`config.mk`:
```
export PLATFORM = sky130hd
export DESIGN_NAME = autorange_grip_position_integrator_core
export DESIGN_NICKNAME = d
export VERILOG_FILES = /design/src/design/agpi_pkg.sv /design/src/design/autorange_grip_position_integrator_core.sv
export SDC_FILE = /design/constraint.sdc
export NUM_CORES = 1
export LEC_CHECK = 0
export ABC_AREA = 1
export BUFFER_PORTS_ARGS = -buffer_cell sky130_fd_sc_hd__buf_4
export CORE_MARGIN = 5
export CORE_UTILIZATION = 54
export DETAILED_ROUTE_END_ITERATION = 6
export GPL_TIMING_DRIVEN = 0
export PLACE_DENSITY = 0.75
export SLEW_MARGIN = 20
export SYNTH_ARGS = -nofsm -noshare
export SYNTH_HDL_FRONTEND = slang
export SYNTH_SLANG_ARGS = --single-unit
```
`constraint.sdc`:
```
create_clock -name clk -period 5.8 [get_ports clk]
set_input_delay 0.58 -clock clk [delete_from_list [all_inputs] [get_ports clk]]
set_output_delay 0.58 -clock clk [all_outputs]
set_load 0.1 [all_outputs]
```
`src/design/agpi_pkg.sv`:
```
// Shared constants for the auto-ranging grip position integrator.
// Holds Q.12 scaling, reset values and register indexes; no dependencies.
package agpi_pkg;

	// Q.12 fixed point: 4096 stands for 1.0
	localparam int QFrac = 12;
	localparam logic [12:0] QOne = 13'd4096;

	// Reset values of the configuration registers
	localparam int RawLimitReset = 500;
	localparam logic [12:0] RestoreForceReset = 13'd1638;
	localparam logic [12:0] StepGainReset = 13'd1229;
	localparam logic [14:0] MinPositionReset = 15'd4096;
	localparam logic [14:0] MaxPositionReset = 15'd16384;

	// Reset values of the per-channel tracking state
	localparam int LowMarkReset = 410;
	localparam int HighMarkReset = 480;
	localparam logic [14:0] PositionReset = 15'd16384;

	// Register indexes (byte address / 4)
	localparam logic [2:0] RegRawLimit = 3'd0;
	localparam logic [2:0] RegRestoreForce = 3'd1;
	localparam logic [2:0] RegStepGain = 3'd2;
	localparam logic [2:0] RegMinPosition = 3'd3;
	localparam logic [2:0] RegMaxPosition = 3'd4;

	// Quotient bits produced by the shared divider
	localparam int QuotBits = 13;

endpackage

```
`src/design/autorange_grip_position_integrator_core.sv`:
```
// Top level of the auto-ranging grip position integrator.
// Depends on agpi_pkg for Q.12 constants, reset values and register indexes.
//
//  channel | signals                                   | moves
//  --------+-------------------------------------------+-------------------------------
//  in      | in_valid, in_ready                        | raw_a, raw_b, contact_a/b
//  out     | out_valid, out_ready                      | accepted, force_a/b, pos_a/b
//  config  | psel, penable, pwrite, paddr, pwdata ...  | five registers at 4*index
//
// An accepted pair runs these steps per channel: one step widens the marks, one loads
// the divider, the shared shift-subtract divider then produces the thirteen quotient
// bits, then one each for net force, multiply and clamp; a final step loads the result
// register. A rejected pair goes from acceptance straight to that final step. Reset is
// asynchronous and restores marks, positions and registers.
// A new item is taken as soon as the sequencer is idle, even while the previous result
// waits; the sequencer stalls in its final step only if that result is still not taken.
module autorange_grip_position_integrator_core #(
	parameter int RAW_BITS = 10
) (
	input  logic                clk,
	input  logic                arst_n,
	input  logic                in_valid,
	output logic                in_ready,
	input  logic [RAW_BITS-1:0] raw_a,
	input  logic [RAW_BITS-1:0] raw_b,
	input  logic [12:0]         contact_a,
	input  logic [12:0]         contact_b,
	output logic                out_valid,
	input  logic                out_ready,
	output logic                accepted,
	output logic [12:0]         force_a,
	output logic [12:0]         force_b,
	output logic [14:0]         pos_a,
	output logic [14:0]         pos_b,
	input  logic                psel,
	input  logic                penable,
	input  logic                pwrite,
	input  logic [4:0]          paddr,
	input  logic [31:0]         pwdata,
	output logic [31:0]         prdata,
	output logic                pready
);
	import agpi_pkg::*;

	localparam logic [RAW_BITS-1:0] LimitInit = RAW_BITS'(RawLimitReset);
	localparam logic [RAW_BITS-1:0] LowInit = RAW_BITS'(LowMarkReset);
	localparam logic [RAW_BITS-1:0] HighInit = RAW_BITS'(HighMarkReset);

	typedef enum logic [2:0] {
		StIdle, StMark, StLoad, StDiv, StForce, StMul, StPos, StDone
	} state_t;

	// Configuration registers
	logic [RAW_BITS-1:0] raw_limit_q;
	logic [12:0]         restore_force_q;
	logic [12:0]         step_gain_q;
	logic [14:0]         min_position_q;
	logic [14:0]         max_position_q;

	// Sequencer and per-item working registers
	state_t              state_q;
	logic                ch_q;
	logic [3:0]          cnt_q;
	logic [RAW_BITS-1:0] raw_a_q, raw_b_q;
	logic [12:0]         contact_a_q, contact_b_q;
	logic                pair_ok_q;
	logic [RAW_BITS:0]   rem_q;
	logic [RAW_BITS-1:0] range_q;
	logic                zero_range_q;
	logic [12:0]         quot_q;
	logic signed [15:0]  net_q;
	logic signed [29:0]  prod_q;

	// Tracking state
	logic [RAW_BITS-1:0] low_q [2];
	logic [RAW_BITS-1:0] high_q [2];
	logic [14:0]         position_q [2];
	logic [12:0]         last_force_q [2];

	// Result register
	logic                out_valid_q;
	logic                accepted_q;
	logic [12:0]         force_a_q, force_b_q;
	logic [14:0]         pos_a_q, pos_b_q;

	logic                cfg_write;
	logic [2:0]          reg_index;
	logic                pair_ok;
	logic [RAW_BITS-1:0] raw_ch;
	logic [12:0]         contact_ch;
	logic [RAW_BITS:0]   trial;
	logic                trial_ge;
	logic [RAW_BITS:0]   rem_next;
	logic [12:0]         force_val;
	logic signed [15:0]  net_val;
	logic signed [13:0]  gain_s;
	logic signed [29:0]  prod_val;
	logic signed [17:0]  delta;
	logic signed [17:0]  pos_ext;
	logic signed [17:0]  max_s, min_s;
	logic signed [17:0]  pos_hi_clamped;
	logic [14:0]         pos_new;

	assign pready = 1'b1;
	assign cfg_write = psel && penable && pwrite;
	assign reg_index = paddr[4:2];

	always_comb begin
		unique case (reg_index)
			RegRawLimit:     prdata = 32'(raw_limit_q);
			RegRestoreForce: prdata = 32'(restore_force_q);
			RegStepGain:     prdata = 32'(step_gain_q);
			RegMinPosition:  prdata = 32'(min_position_q);
			RegMaxPosition:  prdata = 32'(max_position_q);
			default:         prdata = 32'd0;
		endcase
	end

	always_ff @(posedge clk or negedge arst_n) begin
		if (!arst_n) begin
			raw_limit_q <= LimitInit;
			restore_force_q <= RestoreForceReset;
			step_gain_q <= StepGainReset;
			min_position_q <= MinPositionReset;
			max_position_q <= MaxPositionReset;
		end else if (cfg_write) begin
			unique case (reg_index)
				RegRawLimit:     raw_limit_q <= pwdata[RAW_BITS-1:0];
				RegRestoreForce: restore_force_q <= pwdata[12:0];
				RegStepGain:     step_gain_q <= pwdata[12:0];
				RegMinPosition:  min_position_q <= pwdata[14:0];
				RegMaxPosition:  max_position_q <= pwdata[14:0];
				default:         ;
			endcase
		end
	end

	assign in_ready = (state_q == StIdle);
	assign pair_ok = (raw_a <= raw_limit_q) && (raw_b <= raw_limit_q);
	assign raw_ch = ch_q ? raw_b_q : raw_a_q;
	assign contact_ch = ch_q ? contact_b_q : contact_a_q;

	// Shared divider step: the first step compares the plain numerator, which may
	// equal the range; later steps shift the partial remainder left first.
	assign trial = (cnt_q == 4'd0) ? rem_q : {rem_q[RAW_BITS-1:0], 1'b0};
	assign trial_ge = (trial >= {1'b0, range_q});
	assign rem_next = trial_ge ? (trial - {1'b0, range_q}) : trial;

	always_comb begin
		if (zero_range_q) begin
			force_val = QOne;
		end else if (quot_q >= QOne) begin
			force_val = 13'd0;
		end else begin
			force_val = QOne - quot_q;
		end
	end

	assign net_val = $signed({3'b000, force_val}) - $signed({3'b000, restore_force_q})
		- $signed({3'b000, contact_ch});
	assign gain_s = $signed({1'b0, step_gain_q});
	assign prod_val = net_q * gain_s;

	// Taking the upper bits of the product floors towards minus infinity.
	assign delta = prod_q[29:QFrac];
	assign pos_ext = $signed({3'b000, position_q[ch_q]}) - delta;
	assign max_s = $signed({3'b000, max_position_q});
	assign min_s = $signed({3'b000, min_position_q});
	assign pos_hi_clamped = (pos_ext > max_s) ? max_s : pos_ext;
	assign pos_new = (pos_hi_clamped < min_s) ? min_position_q : pos_hi_clamped[14:0];

	always_ff @(posedge clk or negedge arst_n) begin
		if (!arst_n) begin
			state_q <= StIdle;
			ch_q <= 1'b0;
			cnt_q <= 4'd0;
			raw_a_q <= '0;
			raw_b_q <= '0;
			contact_a_q <= '0;
			contact_b_q <= '0;
			pair_ok_q <= 1'b0;
			rem_q <= '0;
			range_q <= '0;
			zero_range_q <= 1'b0;
			quot_q <= '0;
			net_q <= '0;
			prod_q <= '0;
			for (int i = 0; i < 2; i++) begin
				low_q[i] <= LowInit;
				high_q[i] <= HighInit;
				position_q[i] <= PositionReset;
				last_force_q[i] <= '0;
			end
			out_valid_q <= 1'b0;
			accepted_q <= 1'b0;
			force_a_q <= '0;
			force_b_q <= '0;
			pos_a_q <= '0;
			pos_b_q <= '0;
		end else begin
			// In the final step the result register is reloaded below instead.
			if (out_valid_q && out_ready && (state_q != StDone)) begin
				out_valid_q <= 1'b0;
			end
			unique case (state_q)
				StIdle: begin
					if (in_valid) begin
						raw_a_q <= raw_a;
						raw_b_q <= raw_b;
						contact_a_q <= contact_a;
						contact_b_q <= contact_b;
						pair_ok_q <= pair_ok;
						ch_q <= 1'b0;
						state_q <= pair_ok ? StMark : StDone;
					end
				end
				StMark: begin
					if (raw_ch > high_q[ch_q]) begin
						high_q[ch_q] <= raw_ch;
					end
					if (raw_ch < low_q[ch_q]) begin
						low_q[ch_q] <= raw_ch;
					end
					state_q <= StLoad;
				end
				StLoad: begin
					// The marks now enclose the reading, so neither difference wraps.
					rem_q <= {1'b0, raw_ch - low_q[ch_q]};
					range_q <= high_q[ch_q] - low_q[ch_q];
					zero_range_q <= (high_q[ch_q] == low_q[ch_q]);
					cnt_q <= 4'd0;
					state_q <= StDiv;
				end
				StDiv: begin
					rem_q <= rem_next;
					quot_q <= {quot_q[11:0], trial_ge};
					cnt_q <= cnt_q + 4'd1;
					if (cnt_q == 4'(QuotBits - 1)) begin
						state_q <= StForce;
					end
				end
				StForce: begin
					last_force_q[ch_q] <= force_val;
					net_q <= net_val;
					state_q <= StMul;
				end
				StMul: begin
					prod_q <= prod_val;
					state_q <= StPos;
				end
				StPos: begin
					position_q[ch_q] <= pos_new;
					if (ch_q) begin
						state_q <= StDone;
					end else begin
						ch_q <= 1'b1;
						state_q <= StMark;
					end
				end
				StDone: begin
					if (!out_valid_q || out_ready) begin
						out_valid_q <= 1'b1;
						accepted_q <= pair_ok_q;
						force_a_q <= last_force_q[0];
						force_b_q <= last_force_q[1];
						pos_a_q <= position_q[0];
						pos_b_q <= position_q[1];
						state_q <= StIdle;
					end
				end
				default: state_q <= StIdle;
			endcase
		end
	end

	assign out_valid = out_valid_q;
	assign accepted = accepted_q;
	assign force_a = force_a_q;
	assign force_b = force_b_q;
	assign pos_a = pos_a_q;
	assign pos_b = pos_b_q;

endmodule

```
* Word level (Yosys, flattened, before mapping)
Index checks and enable logic that the tools add are counted.
Word-level totals: register bits after elaboration 355, bits of input ports 90, output and inout port bits 92, logic and storage cells 135
Operators by class: add/sub/neg operators 8, $mul 1, magnitude comparators 10, eq/ne operators 17, mux-type cells 41, bitwise operators 1, reductions and logical operators 24
Operators by type and width (count):
- two-way mux 10 bit | 8
- two-way mux 15 bit | 5
- case mux 15 bit (5 select lines) | 1
- two-way mux 13 bit | 4
- bitwise mux 20 bit | 2
- bitwise mux 30 bit | 1
- multiplier 15 x 14 -> 29 bit | 1
- bitwise mux 26 bit | 1
- case mux 3 bit (8 select lines) | 1
- two-way mux 11 bit | 2
- case mux 11 bit (2 select lines) | 1
- less-or-equal comparator 10 bit | 2
- AND reduction 2 bit | 10
- subtractor 10 bit | 2
- greater-than comparator 18 x 16 -> 1 bit | 1
- less-than comparator 18 x 16 -> 1 bit | 1
- two-way mux 18 bit | 1
- subtractor 16 x 18 -> 18 bit | 1
- demux 15 bit (select 1 bit) | 1
- == test 3 bit, second input constant | 5
- two-way mux 3 bit | 5
- subtractor 14 x 14 -> 15 bit | 1
- subtractor 13 x 13 -> 14 bit | 1
- demux 13 bit (select 1 bit) | 1
- 27 further kinds | 43

* Longest topological paths before layout
depth in word-level cells 10, gate-level depth with buffers 43, mapped depth without buffers 38

* Least setup slack after synthesis
Ideal clock, no wire load.
kind reg-to-reg, start register step_gain_q[2], end register prod_q[27], setup time 0.130 ns, data arrival time 5.857 ns, data required time 5.670 ns, setup slack -0.187 ns, stages on the path, launching flop included 29, path buffers 2, period minus slack after synthesis 5.987 ns, path through dfstp_2 clkbuf_1 clkbuf_1 nand2_1 fa_1 inv_1 fa_1 inv_1 fa_1 fa_1 inv_1 fa_1 fa_1 ha_1 a21oi_1 o21ai_0 a21oi_1 nand3_1 nand2_1 nand2_1 nand2_1 nand2_1 nand2_1 nand2_1 nand2_1 nand2_1 or2_2 nand3_1 o21ai_0
On the way: longest elaborated chain between the ends 1
RTL lines:
- from (decl) | line autorange_grip_position_integrator_core.sv:56 | logic [12:0] step_gain_q;
- from (signal assigned) | line autorange_grip_position_integrator_core.sv:123 | step_gain_q <= StepGainReset;
- from (signal assigned) | line autorange_grip_position_integrator_core.sv:130 | RegStepGain: step_gain_q <= pwdata[12:0];
- multiplier 15 x 14 -> 29 bit | line autorange_grip_position_integrator_core.sv:162 | assign prod_val = net_q * gain_s;
- to (signal assigned) | line autorange_grip_position_integrator_core.sv:248 | prod_q <= prod_val;
- to (decl) | line autorange_grip_position_integrator_core.sv:72 | logic signed [29:0] prod_q;
No other way between the ends. A chain may end at the register's enable or synchronous reset.

* Worst setup path in the final report
Same ends and word-level chain as after synthesis.

==> run_results.csv <==
group,metric,value,unit
sta,max-slew-margin-rel,35.5,%
global_route,grt-ovfl-total,0,
critical_path,endpoint_kind,"flop",
global_route,grt_max_degree,99,
drt,num_vias,23100,
final_layout,nets,4079,
yosys,async_reset_ff_share,100,%
global_route,track_usage,28.8,%
yosys,synth_edf_count,0,
run_status,status,"finished with violations",
yosys,synth_largest_area_cell,"dfrtp_1",
critical_path,cp.arrival,6.38,ns
global_route,grt_pass1_wl,123,mm
drt,ant_nets,0,
yosys,ys_seq_area_share,32.2,%
place,hpwlAfterDp,59.9,mm
final_layout,drive_gt1_share,16.2,%
yosys,netlist_area,26800,µm²
drt,drt_pass1_iterations,7,
sta,fmax,167,MHz
yosys,synth_common_cells,"nand2_1, inv_1, o21ai_0",
drt,first_iter_violations,2231,
drt,drcViolationCount,1,
global_route,grt_pass1_vias,22600,
clock_tree,insertion_delay,0.55,ns
yosys,syn_avg_cell_area,8.05,µm²
yosys,synthFlopType,"dfrtp_1",
final_layout,syn2layout_area_growth,17.9,%
sta,fin_crit_sh,103,%
critical_path,r2r_end,"prod_q[27]$_DFFE_PN0P_",
yosys,synth.distinct_cells,58,
yosys,synth.top_cell.area_share,28.2,%
sta,hold_ws,-0.0265,ns
critical_path,timing.rr.start,"step_gain_q[2]$_DFFE_PN1P_",
critical_path,crit_fanout,8,
drt,wl,78.4,mm
floorplan,rows,81,
yosys,yosys_register_bits,342,
sta,setup_violations,10,
drt,avgViaCountPerCell,5.39,
floorplan,die_h,233,µm
yosys,synthCells,3325,
final_layout,fillers,4108,
critical_path,rrSetupSlack,-0.17,ns
sta,hold_viol,13,
run_status,violations,"DRC, hold timing, setup timing",
clock_tree,clk_pin_slew,0.07,ns
floorplan,die_w,233,µm
place,portBuffers,143,
yosys,synth.area.top_cells,"dfrtp_1, fa_1, nand2_1, ha_1, inv_1",
clock_tree,numCtsBuffers,37,
critical_path,r2r.worst_path.cells,27,
critical_path,startpoint_type,"flop",
clock_tree,cts_buffer_depth,3,
sta,worstMarginPinSlew,0.960,ns
sta,drv_slew,0,
yosys,synth.yosys.warnings,0,
global_route,antenna_found_initial,2,
place,place.gp.congestion,0.986,
clock_tree,h-tree-depth,2,
sta,fin_worst_skew,0.0215,ns
clock_tree,cts_tree,"built",
place,dpl.cell_count,4151,
final_layout,antenna_cells,0,
floorplan,start_util,54.7,%
sta,min_period,5.97,ns
critical_path,critPathRequiredTime,6.21,ns
clock_tree,cts_hold_buf,0,
yosys,synth.most_common_cell,"nand2_1",
floorplan,die-area,54100,µm²
drt,avgRoutedWirePerCell,18.3,µm
floorplan,ios,182,
final_layout,finalNonFillerCells,4284,
critical_path,critPathKind,"reg -> reg",
sta,rsz0062_at_grt,"true",
clock_tree,clock_sinks,342,
floorplan,core_area,49000,µm²
min_path,holdCritPathClass,"in -> async",
clock_tree,clock-root-buffer,"clkbuf_16",
sta,setup_ws,-0.170,ns
job,maxCapViolCount,0,
## registers in the layout (all words and copies together), names as in the netlist, 15 cells and up
signal,cells
min_position_q,15
pos_b,15
position_q,30
low_q,20
pos_a,15
prod_q,17
last_force_q,26
max_position_q,15
high_q,20
net_q,15
## through the flow
| stage | area (µm²) | utilization (%) | hold WS (ns) | worst slack, ns | TNS (ns) |
|---|---|---|---|---|---|
| final | 31600 | 64.5 | -0.0265 | -0.170 | -0.771 |
| after global placement | 28800 | 58.7 | 0.460 | -1.24 | -44.59 |
| after CTS | 30900 | 63.1 | 0.000401 | -0.182 | -0.453 |
| after floorplan | 26900 | - | 0.284 | 0.00543 | 0 |
| after detailed placement | 28800 | 58.9 | 0.458 | -1.33 | -48.22 |
| after global routing | 31600 | 64.5 | 0.0160 | -0.343 | -4.76 |
## worst max-delay path, cell delays in order, from the launching register on
cell and delay (ns):
dfstp_2 0.69, clkbuf_16 0.23, nand2_4 0.05, fa_1 0.48, inv_2 0.04, fa_2 0.53, inv_2 0.04, fa_1 0.46
fa_2 0.56, inv_2 0.04, fa_1 0.46, fa_2 0.60, ha_4 0.23, a21oi_2 0.15, o21ai_2 0.09, a21oi_2 0.17
nand3_4 0.13, nand2_2 0.09, nand2_2 0.06, nand2_2 0.06, nand2_2 0.06, nand2_2 0.07, nand2_2 0.05, nand2_2 0.07
nand2_2 0.06, or2_4 0.24, nand3_2 0.05, o21ai_1 0.06
## final cells by class
cell class / instances / area [µm²] / area share [%]
timing repair buffer: 224 / 1830 / 5.78
clock inverter: 15 / 140 / 0.444
tap: 664 / 831 / 2.63
buffer: 132 / 850 / 2.69
clock buffer: 53 / 1120 / 3.54
multi-input combinational: 2243 / 15900 / 50.3
sequential: 342 / 8630 / 27.3
inverter: 611 / 2290 / 7.27
## logic make-up after synthesis
group / Yosys count / synth area share, %
xor+xnor: 73 / 2.39
mux: 42 / 1.66
compound gates: 539 / 10.9
other cells: 2 / 0.0281
buf+inv: 756 / 11.0
simple gates: 1173 / 17.7
flops: 342 / 32.2
fa+ha+maj: 398 / 24.1
## layout by cell type (no fill, tap or decap), types with 20 or more instances in the layout
master / count
nand2_1: 869
inv_1: 599
o21ai_0: 310
dfrtp_1: 286
buf_4: 229
ha_1: 188
fa_1: 186
nor2_1: 93
nand3_1: 93
a21oi_1: 83
clkbuf_1: 74
clkbuf_16: 42
xor2_1: 40
dfstp_2: 40
nand2_2: 34
xnor2_1: 28
o21ai_1: 28
or2_2: 22
mux2i_1: 22
mux2_2: 20
## how the worst max path moves through the flow
stage / startpoint / to / depth (start not counted)
final: step_gain_q[2]$_DFFE_PN1P_ / prod_q[27]$_DFFE_PN0P_ / 27
after global routing: step_gain_q[2]$_DFFE_PN1P_ / prod_q[27]$_DFFE_PN0P_ / 29
after floorplan: step_gain_q[9]$_DFFE_PN0P_ / prod_q[27]$_DFFE_PN0P_ / 30
after global placement: ch_q$_DFFE_PN0P_ / position_q[7]$_DFFE_PN0P_ / 35
after CTS: step_gain_q[2]$_DFFE_PN1P_ / prod_q[27]$_DFFE_PN0P_ / 27
after detailed placement: ch_q$_DFFE_PN0P_ / position_q[7]$_DFFE_PN0P_ / 35
## routing by layer
metal | vias to the layer above | track usage, % | wire length, µm
met4 | 4 | 10.9 | 3470
li1 | 10900 | - | -
met1 | 11100 | 41.1 | 33500
met3 | 191 | 5.05 | 6500
met5 | - | 0 | 22
met2 | 930 | 44.3 | 34900
## repair_timing
| item | in CTS | in global routing |
|---|---|---|
| setup endpoints to repair | 47 | 48 |
| pin swaps | 44 | 69 |
| setup buffers | 44 | 33 |
| gates cloned | 1 | 2 |
| resized for setup | 154 | 126 |
Power is not shown: default switching activity piles up to over one toggle a cycle in this logic, so the estimate is an artifact.
